--- config.mk ---
export PLATFORM = sky130hd
export DESIGN_NAME = bmv_div
export DESIGN_NICKNAME = d
export VERILOG_FILES = /design/src/bmv_div.sv
export SDC_FILE = /design/constraint.sdc
export NUM_CORES = 1
export LEC_CHECK = 0
export ABC_AREA = 1
export BUFFER_PORTS_ARGS = -buffer_cell sky130_fd_sc_hd__buf_2
export CORE_ASPECT_RATIO = 0.7
export CORE_MARGIN = 1
export CORE_UTILIZATION = 50
export CTS_CLUSTER_DIAMETER = 50
export CTS_CLUSTER_SIZE = 25
export DETAILED_ROUTE_END_ITERATION = 8
export PLACE_DENSITY = 0.75
export SETUP_SLACK_MARGIN = 0.1
export SLEW_MARGIN = 20
export SYNTH_ARGS = -nofsm -noshare
export SYNTH_HDL_FRONTEND = slang
export SYNTH_SLANG_ARGS = --single-unit
export TNS_END_PERCENT = 5
--- constraint.sdc ---
create_clock -name clk -period 3.55 [get_ports clk]
set_input_delay 0.355 -clock clk [delete_from_list [all_inputs] [get_ports clk]]
set_output_delay 0.355 -clock clk [all_outputs]
set_load 0.01 [all_outputs]
--- src/bmv_div.sv ---
// Restoring unsigned divider, one quotient bit per cycle.
`timescale 1ns / 1ps
module bmv_div #(
  parameter int NUM_W = 59,
  parameter int DEN_W = 11
) (
  input  logic             clk,
  input  logic             rst_n,
  input  logic             start,
  input  logic [NUM_W-1:0] num,
  input  logic [DEN_W-1:0] den,
  output logic             done,
  output logic [NUM_W-1:0] quo
);

  localparam int CW = $clog2(NUM_W + 1);

  logic             busy_r;
  logic             done_r;
  logic [CW-1:0]    step_r;
  logic [NUM_W-1:0] num_r;
  logic [NUM_W-1:0] quo_r;
  logic [DEN_W-1:0] den_r;
  logic [DEN_W-1:0] rem_r;
  logic [DEN_W:0]   trial;
  logic             fits;

  assign trial = {rem_r, num_r[NUM_W-1]};
  assign fits  = trial >= {1'b0, den_r};

  always_ff @(posedge clk) begin
    if (!rst_n) begin
      busy_r <= 1'b0;
      done_r <= 1'b0;
      step_r <= '0;
    end else begin
      done_r <= 1'b0;
      if (start) begin
        busy_r <= 1'b1;
        step_r <= CW'(NUM_W);
      end else if (busy_r) begin
        step_r <= step_r - 1'b1;
        if (step_r == CW'(1)) begin
          busy_r <= 1'b0;
          done_r <= 1'b1;
        end
      end
    end
  end

  always_ff @(posedge clk) begin
    if (start) begin
      num_r <= num;
      den_r <= den;
      rem_r <= '0;
      quo_r <= '0;
    end else if (busy_r) begin
      num_r <= {num_r[NUM_W-2:0], 1'b0};
      rem_r <= fits ? DEN_W'(trial - {1'b0, den_r}) : trial[DEN_W-1:0];
      quo_r <= {quo_r[NUM_W-2:0], fits};
    end
  end

  assign done = done_r;
  assign quo  = quo_r;

endmodule

Word-level counts from Yosys, hierarchy flattened
Cells that the tools add are included.
Storage, ports and cells
  flip-flop bits (word level): 148
  latch bits: 0
  RAM bits: 0
  ROM bits: 0
  input port bits: 73
  output and inout bits: 60
  logic and storage cells: 26
  memories kept: 0
Cells by class
  $add $sub $neg: 2
  $mul: 0
  div/mod/pow operators: 0
  $lt $le $gt $ge: 1
  equality and inequality tests: 1
  shift-type cells: 0
  muxes and demuxes: 9
  bitwise operators: 2
  reductions and logical operators: 3
Operators by type and width (number)
  $mux 59: 2
  $ge 12x11->1: 1
  $mux 6: 2
  $mux 11: 1
  $sub 11x11->11: 1
  $eq 6x1->1 const B: 1
  $sub 6x1->6 const B: 1
  $mux 1: 4
  $reduce_or 3->1: 1
  $not 1->1: 2
  $reduce_bool 2->1: 1
  $reduce_or 2->1: 1

Longest topological paths before layout
Gate-level depths: netlist of run 1.
  depth after elaboration: 4
  depth in mapped cells: 14
  mapped depth without buffers: 14

Worst setup path after synthesis of run 1
Ideal clock, no wire load.
  path type: reg-to-reg
  start: reg busy_r
  end: reg num_r[0], enable pin
  setup time: 0.447 ns
  data arrival time: 2.408 ns
  required time: 3.103 ns
  path slack: 0.695 ns
  stages on the path, launching flop included: 5
  path buffers: 2
  period minus slack after synthesis: 2.855 ns
  cell sequence: dfxtp_1 -> buf_2 -> nor2_2 -> inv_2 -> clkbuf_1
Between the ends
  longest elaborated chain between the ends: 1
Ends and longest elaborated chain
  from (decl): RTL line 18  | logic busy_r;
  from (signal assigned): RTL line 33  | busy_r <= 1'b0;
  from (signal assigned): RTL line 39  | busy_r <= 1'b1;
  from (signal assigned): RTL line 44  | busy_r <= 1'b0;
  $reduce_bool 2->1 (no line)
  to (signal assigned): RTL line 53  | num_r <= num;
  to (signal assigned): RTL line 58  | num_r <= {num_r[NUM_W-2:0], 1'b0};
  to (decl): RTL line 21  | logic [NUM_W-1:0] num_r;
No other way between the ends.
A chain may end at the register's enable or synchronous reset.

Worst setup path after layout of run 1
  start: reg busy_r
  end: reg num_r[44], enable pin
Same word-level chain as after synthesis.

==> flow_metrics.tcl, run 1 <==
set metrics [dict create \
    status "finished clean" \
    synth_cell_types 38 \
    period_needed_ns 2.204 \
    cts_root_buf "clkbuf_16" \
    cp-end-kind "register" \
    syn_avg_cell_area_sq_um 8.934 \
    synth_simple_gate_area_share_pct 20.86 \
    antenna_found_initial 0 \
    clkSinkCount 148 \
    die_y_um 96.04 \
    htreeDepth 4 \
    power_density_nw_per_um2 536.7 \
    routed_wl_um 13360 \
    rsz0062_at_grt "false" \
    skew_ns 0.01384 \
    clockBufferDepth 2 \
    worstHoldPathType "input pin to register" \
    crit_buf_inv 2 \
    postCtsSetupBuffers 0 \
    syn_to_final_growth_pct 22.03 \
    tns_ns 0 \
    nNetsFinal 917 \
    drt_iter0_drc 297 \
    grt_pass1_wl_um 21580 \
    grt_max_degree 70 \
    fp.dieArea_sq_um 13090 \
    synth.net_count 794 \
    path_clk_slew_ns 0.07 \
    post-route-period-util_pct 62.07 \
    tightest_slew_ns 1.038 \
    drc 0 \
    ys_warn_count 0 \
    power_mw 4.137 \
    p_leak_nw 3.604 \
    cts_resized 0 \
    ant_nets 0 \
    grt_pass1_vias 4636 \
    post_drt_wl_per_cell_um 13.36 \
    cp_slowest_cell "dfxtp_1" \
    n_antenna_cell 0 \
    syn_area_sq_um 6316 \
    cts_hold_buf 0 \
    startpoint_type "register" \
    io_buffer_count 132 \
    core_area_sq_um 12020 \
    via_count 4982 \
    required_ns 3.64 \
    cap_violations 0 \
    worstPathCellList "nor2_2, inv_4, buf_12" \
    avgViaCountPerCell 4.982 \
    grt_remaining_overflow 0 \
    synth_seq_area_share_pct 58.00 \
    synthMuxAreaShare_pct 0 \
    ys_ff_latch 148 \
    grt_use_total_pct 21.28 \
    synth_top_family_by_area "simple AND/OR/NAND/NOR gates" \
    rows 33 \
    clkLatencyLatePin_ns 0.42 \
    critical_path_class "register to register" \
    dpl.hpwl_um 8934 \
    gp_congestion 0.8660 \
    synth_compound_area_share_pct 9.509 \
    cts_tree "done" \
    slowest_delay_ns 0.70 \
    cts_buffers 17 \
    drive_above_1_share_pct 23.49 \
    fp.dieW_um 136.3 \
    yosys.area_share.adder_pct 2.892 \
    crit_family "buffers and inverters" \
    slew_violations 0 \
    hold_viol 0 \
    syn_inst 707 \
    synthXorXnorAreaFrac_pct 0.1387 \
    ios 133 \
    start_util_pct 52.57 \
    slew-limit-headroom_pct 30.73 \
    ir_worst_vdd_uv 394.4 \
    fmax_mhz 453.8 \
    critPathMaxFanout 69 \
    first_pass_iters 5 \
    worstPathArrival_ns 2.30 \
    finalSetupViolations 0 \
]
## cells in the mapped netlist, drive strengths merged
| cell | instances | area, sq um |
|---|---|---|
| o31ai | 1 | 7.510 |
| dfxtp | 78 | 1562 |
| fa | 1 | 20.02 |
| clkbuf | 16 | 60.06 |
| nand2 | 256 | 983.4 |
| nor3 | 3 | 15.01 |
| nand3 | 15 | 97.60 |
| a21boi | 2 | 22.52 |
| buf | 14 | 73.82 |
| inv | 109 | 409.1 |
| a31oi | 2 | 12.51 |
| o21a | 2 | 15.01 |
| or2 | 1 | 6.260 |
| nor2 | 32 | 155.1 |
| nand4 | 6 | 52.55 |
| a221oi | 1 | 8.760 |
| o21ai | 8 | 40.03 |
| a21oi | 14 | 96.34 |
| ha | 13 | 162.7 |
| xor2 | 1 | 8.760 |
| edfxtp | 70 | 2102 |
| o211ai | 3 | 32.53 |
| o22ai | 56 | 350.3 |
| nor3b | 1 | 7.510 |
| o21bai | 2 | 15.01 |
## cell type report
cell class | instances | area, sq um
clock inverter | 12 | 148.9
timing repair buffer | 134 | 688.2
clock buffer | 20 | 489.2
fill | 1001 | 4308
inverter | 109 | 411.6
sequential | 148 | 3664
multi-input combinational | 420 | 2110
tap | 157 | 196.4
## state kept, by name, summed over array words and instances, names as in the netlist
register,flops
rem_r,11
busy_r,1
done,1
quo,59
step_r,6
den_r,11
num_r,59
## through the flow
| stage | util [%] | setup slack, ns | instances | area [sq um] | hold slack [ns] |
|---|---|---|---|---|---|
| finish | 64.15 | 1.346 | 1000 | 7707 | 0.1145 |
| global route | 64.15 | 1.205 | 1000 | 7707 | 0.1006 |
| CTS | 64.15 | 1.388 | 1000 | 7707 | 0.1004 |
| detailed placement | 58.84 | 1.351 | 968 | 7069 | 0.4486 |
| global placement | 58.84 | 1.408 | 968 | 7069 | 0.4587 |
| floorplan | - | 0.6953 | 707 | 6316 | 0.4468 |
## worst reg2reg max path: stages, from the launching register on
cell and delay, ns:
dfxtp_1 0.70, nor2_2 0.23, inv_4 0.55, buf_12 0.39
## worst paths after layout
check,from,to,slack (ns),cells after the start
worst max-delay path,busy_r$_SDFF_PN0_,num_r[44]$_DFFE_PP_,1.35,3
worst max register to register,busy_r$_SDFF_PN0_,num_r[44]$_DFFE_PP_,1.35,3
worst min-delay path,den[9],den_r[9]$_DFFE_PP_,0.11,1
worst min register to register,quo[58]$_SDFFE_PP0P_,quo[58]$_SDFFE_PP0P_,0.47,2
## layer usage
layer / track usage, % / wire length (um)
met4: 5.278 / 100
met1: 28.52 / 6294
met5: 0 / 0
met3: 7.636 / 902
met2: 32.78 / 6061
## placed cells by master (no fill, tap or decap), types with 2 or more instances in the layout
cell type  Yosys  routed
nand2_1      247     247
buf_2          8     132
inv_1        106     105
dfxtp_1       78      78
edfxtp_1      70      70
o22ai_1       56      56
nor2_1        26      26
clkbuf_16      0      19
ha_1          13      13
nand3_1       12      12
a21oi_1        9       9
nand2_2        9       9
o21ai_0        7       7
inv_8          0       6
nand4_1        5       5
nor2_4         4       4
a21oi_2        4       4
inv_2          3       3
nor3_1         3       3
inv_6          0       3
nor2_2         2       2
nand3_2        2       2
a31oi_1        2       2
o21bai_1       2       2
o21a_1         2       2
a21boi_2       2       2
o211ai_2       2       2
## power breakdown
| part | internal, mW | switching, mW | total (mW) | leakage [nW] |
|---|---|---|---|---|
| logic | 0.105 | 0.195 | 0.300 | 1.94 |
| registers | 1.90 | 0.0344 | 1.93 | 1.34 |
| clock network | 1.11 | 0.794 | 1.91 | 0.316 |
## cells by family after synthesis
logic type,count (synthesis)
and+or+nand+nor,314
DFF,148
adders and majority gates,14
buffers and inverters,139
xor gates and xnor gates,1
AOI/OAI and AO/OA,91
(Power assumes the default switching activity.)
==> run 2: changes to the inputs <==
ABC_AREA = 0   (was 1)
clock period = 2.3 ns   (was 3.55 ns; I/O delays follow)
==> run 2 against run 1 <==
Effect of this change:
- maximum frequency down 0.24%
- sequential share of layout area down 1.1 points
- power up 55%
- routed wire length down 8.8%
- via count down 16%
- register-to-register slack worse by 1.3 ns
- largest power group unchanged
==> flow_metrics.tcl, run 2 <==
set metrics [dict create \
    critical_path_class "register to register" \
    fin_cells 811 \
    fp.dieW_um 135.8 \
    tightest_slew_ns 0.8170 \
    final_common_cell "buf_2" \
    syn_avg_cell_area_sq_um 12.70 \
    post_dp_cell_area_sq_um 7142 \
    grt_max_degree 147 \
    drive_above_1_share_pct 39.45 \
    cp-end-kind "register" \
    cp_slowest_cell "edfxtp_1" \
    critPathMaxFanout 4 \
    rsz0062_at_grt "true" \
    ios 133 \
    comb_power_share_pct 11.9 \
    clockBufferDepth 2 \
    gp_congestion 0.8164 \
    slowest_delay_ns 0.34 \
    syn_inst 493 \
    synth_ff_type "dfxtp_1" \
    slew_violations 0 \
    rows 33 \
    avgViaCountPerCell 5.153 \
    synth-edff-count 70 \
    ir_worst_vdd_uv 544.7 \
    worst_hold_slack_ns 0.04227 \
    skew_ns 0.01411 \
    fin_area_sq_um 7890 \
    finalSetupViolations 0 \
    post_drt_wl_per_cell_um 15.02 \
    hold_viol 0 \
    n_antenna_cell 0 \
    syn_area_sq_um 6262 \
    grt_pass1_vias 3960 \
    power_density_nw_per_um2 811.3 \
    synth.net_count 580 \
    dpl.hpwl_um 7982 \
    fp.dieArea_sq_um 12980 \
    routed_wl_um 12180 \
    power_mw 6.401 \
    cts_root_buf "clkbuf_16" \
    via_count 4179 \
    grt_use_total_pct 19.36 \
    synth_top_cell_by_area "edfxtp_1" \
    grt_remaining_overflow 0 \
    p_sw_mw 1.499 \
    start_util_pct 52.48 \
    io_buffer_count 132 \
    die_y_um 95.64 \
    power_frac_seq_pct 47.0 \
    ys_warn_count 0 \
    slew-limit-headroom_pct 45.53 \
    worstPathCellList "inv_2, ha_2, fa_2, nand2b_4, a21oi_4, a41oi_2, o2111ai_4, mux2_4, a211oi_2" \
    clkSinkCount 148 \
    first_pass_iters 4 \
    place_inst 769 \
    drc 0 \
    startpoint_type "register" \
    p_leak_nw 3.396 \
    worstPathArrival_ns 2.52 \
    clkLatencyLatePin_ns 0.41 \
    ant_nets 0 \
    grt_pass1_wl_um 19220 \
    cts_tree "done" \
    path_clk_slew_ns 0.06 \
    syn_to_final_growth_pct 25.99 \
    htreeDepth 4 \
    worstHoldPathType "input pin to register" \
    cap_violations 0 \
    synth_top_area_share_pct 33.57 \
    post-route-period-util_pct 96.04 \
    synth_cell_types 50 \
    nNetsFinal 728 \
    synthArstFlopShare_pct 0 \
    period_needed_ns 2.209 \
    fmax_mhz 452.7 \
    p_int_mw 4.902 \
    cts_buffers 17 \
    clockPowerShare_pct 41.1 \
    core_area_sq_um 11930 \
    synth_seq_area_share_pct 58.50 \
    antenna_found_initial 1 \
    final_cell_mix "131 x buf_2, 77 x dfxtp_1, 76 x nor2_1, 70 x edfxtp_1, 65 x mux2i_1" \
    ys_ff_latch 148 \
    yosys-top-cells-count "78 x dfxtp_1, 78 x nor2_1, 70 x edfxtp_1" \
    required_ns 2.61 \
    drt_iter0_drc 218 \
    switching_share_pct 23.42 \
    status "finished clean" \
    netlist_top_cells_area "edfxtp_1 34%, dfxtp_1 25%, mux2_2 11%" \
]
-- run 2: changes by cell type after synthesis, sizes merged, moves of 5 or more --
cell	change
a21oi	-8
nor2	+46
a211oi	+9
mux2	+60
a21o	+5
mux2i	+65
buf	-7
nand2	-247
inv	-94
nand3	-14
o22ai	-56
o21a	+7
xor2	+5
-- run 2: critical path, delay by kind of cell (launching register included) --
family          cells  cell delay, ns
simple gates        1            0.16
mux                 1            0.34
fa+ha+maj           2            0.53
compound gates      4            0.72
flops               1            0.34
buf+inv             1            0.04
-- run 2: routing by layer --
layer	up-vias	share of wire [%]	track usage (%)
li1	2098	-	-
met1	1976	48	25.37
met2	91	45	29.80
met3	12	6.1	6.645
met4	2	0.64	6.742
met5	-	0.11	0
-- run 2: layout make-up --
class | instances | area [sq um]
tap | 157 | 196.4
timing repair buffer | 154 | 889.6
sequential | 148 | 3667
inverter | 15 | 60.06
clock inverter | 11 | 98.84
clock buffer | 21 | 465.4
multi-input combinational | 305 | 2512
fill | 947 | 4043
-- run 2: logic make-up (layout without fill, tap and decap cells) --
kind of cell | after synthesis | after routing | synth area share [%]
fa+ha+maj | 14 | 14 | 2.917
xor+xnor | 9 | 9 | 1.259
simple gates | 109 | 109 | 7.533
compound gates | 48 | 48 | 6.074
mux | 125 | 125 | 21.18
buf+inv | 40 | 201 | 2.537
flops | 148 | 148 | 58.50
-- run 2: timing repair --
item | CTS | global route
setup endpoints to repair | 10 | 11
gates resized for setup | 14 | 4
buffers inserted | 0 | 0
hold endpoints to repair | 10 | 0
pin swaps | 3 | 6
hold buffers | 10 | 0
-- run 2: path summary, 6_finish.rpt --
check,from,to,slack [ns],depth (start not counted)
setup reg to reg,num_r[58]$_DFFE_PP_,rem_r[0]$_SDFFE_PP0P_,0.09,9
hold reg to reg,rem_r[10]$_SDFFE_PP0P_,rem_r[10]$_SDFFE_PP0P_,0.46,2
setup / recovery,num_r[58]$_DFFE_PP_,rem_r[0]$_SDFFE_PP0P_,0.09,9
hold / removal,den[0],den_r[0]$_DFFE_PP_,0.04,1
-- run 2: power groups by stage --
stage	clock network [mW]	logic [mW]	registers (mW)
floorplan	0	0.509	3.04
CTS	2.70	0.754	3.01
finish	2.63	0.762	3.01
global placement	0	0.682	3.06
global route	2.80	0.835	3.02
detailed placement	0	0.700	3.06
-- run 2: per-stage QoR --
stage | setup TNS [ns] | utilization (%) | setup slack, ns
after floorplan | 0 | - | 0.01823
after global routing | -0.03465 | 66.12 | -0.02364
final | 0 | 66.12 | 0.09105
after global placement | 0 | 59.85 | 0.009172
after CTS | 0 | 66.04 | 0.09004
after detailed placement | -0.1922 | 59.85 | -0.04412
==> run 3: changes to the inputs <==
CORE_ASPECT_RATIO = 1.2   (was 0.7)
==> run 3 against run 2 <==
Effect of this change:
- critical path depth stayed put
- combinational power grew 6.0%
- highest routed layer is now met4
- final area increased by 1.8%
- worst setup slack got worse by 0.044 ns
- sequential power about the same
- clock power grew 5%
- via count up 1.8%
- maximum frequency decreased by 1.9%
- non-clock buffer count is 4 higher
==> flow_metrics.tcl, run 3 (synthesized netlist as in run 2, its figures left out) <==
set metrics [dict create \
    reg2reg_depth 9 \
    path_depth 9 \
    core_area_sq_um 12170 \
    crit_family "compound AO/OA/AOI/OAI gates" \
    r2r_end "rem_r[6]$_SDFFE_PP0P_" \
    nNetsFinal 732 \
    path_clk_slew_ns 0.06 \
    routed_wl_um 12370 \
    rrSetupSlack_ns 0.05 \
    post_drt_wl_per_cell_um 15.10 \
    cts_tree "done" \
    clockBufferDepth 2 \
    period_needed_ns 2.253 \
    skew_ns 0.005905 \
    die_y_um 124.6 \
    clkSinkCount 148 \
    slew_violations 0 \
    drc 0 \
    cp_slowest_cell "edfxtp_1" \
    avgViaCountPerCell 5.197 \
    cts_buffers 17 \
    ant_nets 0 \
    rows 44 \
    dpl_worst_slack_ns -0.1101 \
    critPathMaxFanout 3 \
    slew-limit-headroom_pct 62.56 \
    power_density_nw_per_um2 818.5 \
    via_count 4256 \
    final_cell_mix "131 x buf_2, 77 x dfxtp_1, 75 x nor2_1, 70 x edfxtp_1, 64 x mux2i_1" \
    cts_root_buf "clkbuf_16" \
    post-route-period-util_pct 97.94 \
    n_antenna_cell 0 \
    finalSetupViolations 0 \
    grt_use_total_pct 20.26 \
    slowest_delay_ns 0.37 \
    fmax_mhz 443.9 \
    antenna_found_initial 1 \
    crit_buf_inv 1 \
    hold_viol 0 \
    p_leak_nw 3.463 \
    place_inst 772 \
    worstSetupEndpoint "rem_r[6]$_SDFFE_PP0P_" \
    power_mw 6.576 \
    io_buffer_count 132 \
    status "finished clean" \
    grt_max_degree 85 \
    final_common_cell "buf_2" \
    worstPathArrival_ns 2.56 \
    worst_hold_slack_ns 0.03914 \
    grt_pass1_wl_um 20600 \
    fin_cells 819 \
    cap_violations 0 \
    drt_iter0_drc 161 \
    fin_area_sq_um 8034 \
    setup_slack_ns 0.04737 \
    worstPathCellList "ha_2, fa_2, nand2b_4, buf_4, a21oi_4, o21a_1, nor3_1, o211a_1, a2111oi_2" \
    required_ns 2.61 \
    post_dp_cell_area_sq_um 7152 \
    startpoint_type "register" \
    cp-end-kind "register" \
    htreeDepth 4 \
    cp-startpoint "den_r[0]$_DFFE_PP_" \
    fp.dieArea_sq_um 12980 \
    grt_remaining_overflow 0 \
    syn_to_final_growth_pct 28.29 \
    critical_path_class "register to register" \
    gp_congestion 0.8222 \
    grt_pass1_vias 4318 \
    rsz0062_at_grt "true" \
    clkLatencyLatePin_ns 0.41 \
    dpl.hpwl_um 8114 \
    ios 133 \
    reg2reg_from "den_r[0]$_DFFE_PP_" \
    drive_above_1_share_pct 40.88 \
    ir_worst_vdd_uv 498.9 \
    tightest_slew_ns 0.5616 \
    fp.dieW_um 104.2 \
    worstHoldPathType "input pin to register" \
    start_util_pct 51.47 \
    first_pass_iters 4 \
]
## run 3: cell count changes in the layout (fill, tap and decap cells not counted), moves of 2 or more
cell / change
clkinv_4: -3
inv_4: -2
buf_4: +3
clkbuf_8: +7
## run 3: final cells by class
class	count	area, sq um
Clock buffer	27	575.6
Tap cell	161	201.4
Timing Repair Buffer	158	932.1
Inverter	15	60.06
Clock inverter	5	30.03
Sequential cell	148	3667
Fill cell	956	4133
Multi-Input combinational cell	305	2567
## run 3: worst reg2reg max path, delay by kind of cell, from the launching register on
family | cells | cell delay (ns)
AND/OR/NAND/NOR | 2 | 0.22
adder cells (fa/ha/maj) | 2 | 0.55
buffers and inverters | 1 | 0.15
AO/OA/AOI/OAI | 4 | 0.87
flip-flops | 1 | 0.37
## run 3: how the worst min path moves through the flow
stage / depth (start not counted) / to / from
after global routing: 1 / den_r[1]$_DFFE_PP_ / den[1]
after floorplan: 0 / den_r[0]$_DFFE_PP_ / den[0]
final: 1 / den_r[1]$_DFFE_PP_ / den[1]
after detailed placement: 1 / den_r[5]$_DFFE_PP_ / den[5]
after global placement: 1 / den_r[6]$_DFFE_PP_ / den[6]
after CTS: 1 / den_r[0]$_DFFE_PP_ / den[0]
## run 3: stage by stage
step	setup TNS (ns)	util, %
after floorplan	0	-
final	0	66.03
after global placement	0	58.78
after global routing	-0.1049	66.03
after CTS	0	65.18
after detailed placement	-0.4041	58.78
## run 3: timing repair
item                                   CTS  global route
setup buffers                            3             1
hold buffers                             9             1
gates resized for setup                 10            19
gates cloned                             1             0
endpoints found under the hold margin    9             1
setup endpoints to repair               11            12
pin swaps                                8            18
## run 3: power by group
group,internal [mW],leakage (nW),total (mW),switching (mW)
logic,0.413,1.82,0.808,0.395
registers,2.95,1.33,3.01,0.0655
clock network,1.71,0.306,2.76,1.04
## run 3: routing by layer
metal	GRT usage, %	wire [um]
met1	22.88	5118
met3	6.332	663
met5	0	0
met2	33.92	6239
met4	11.26	344
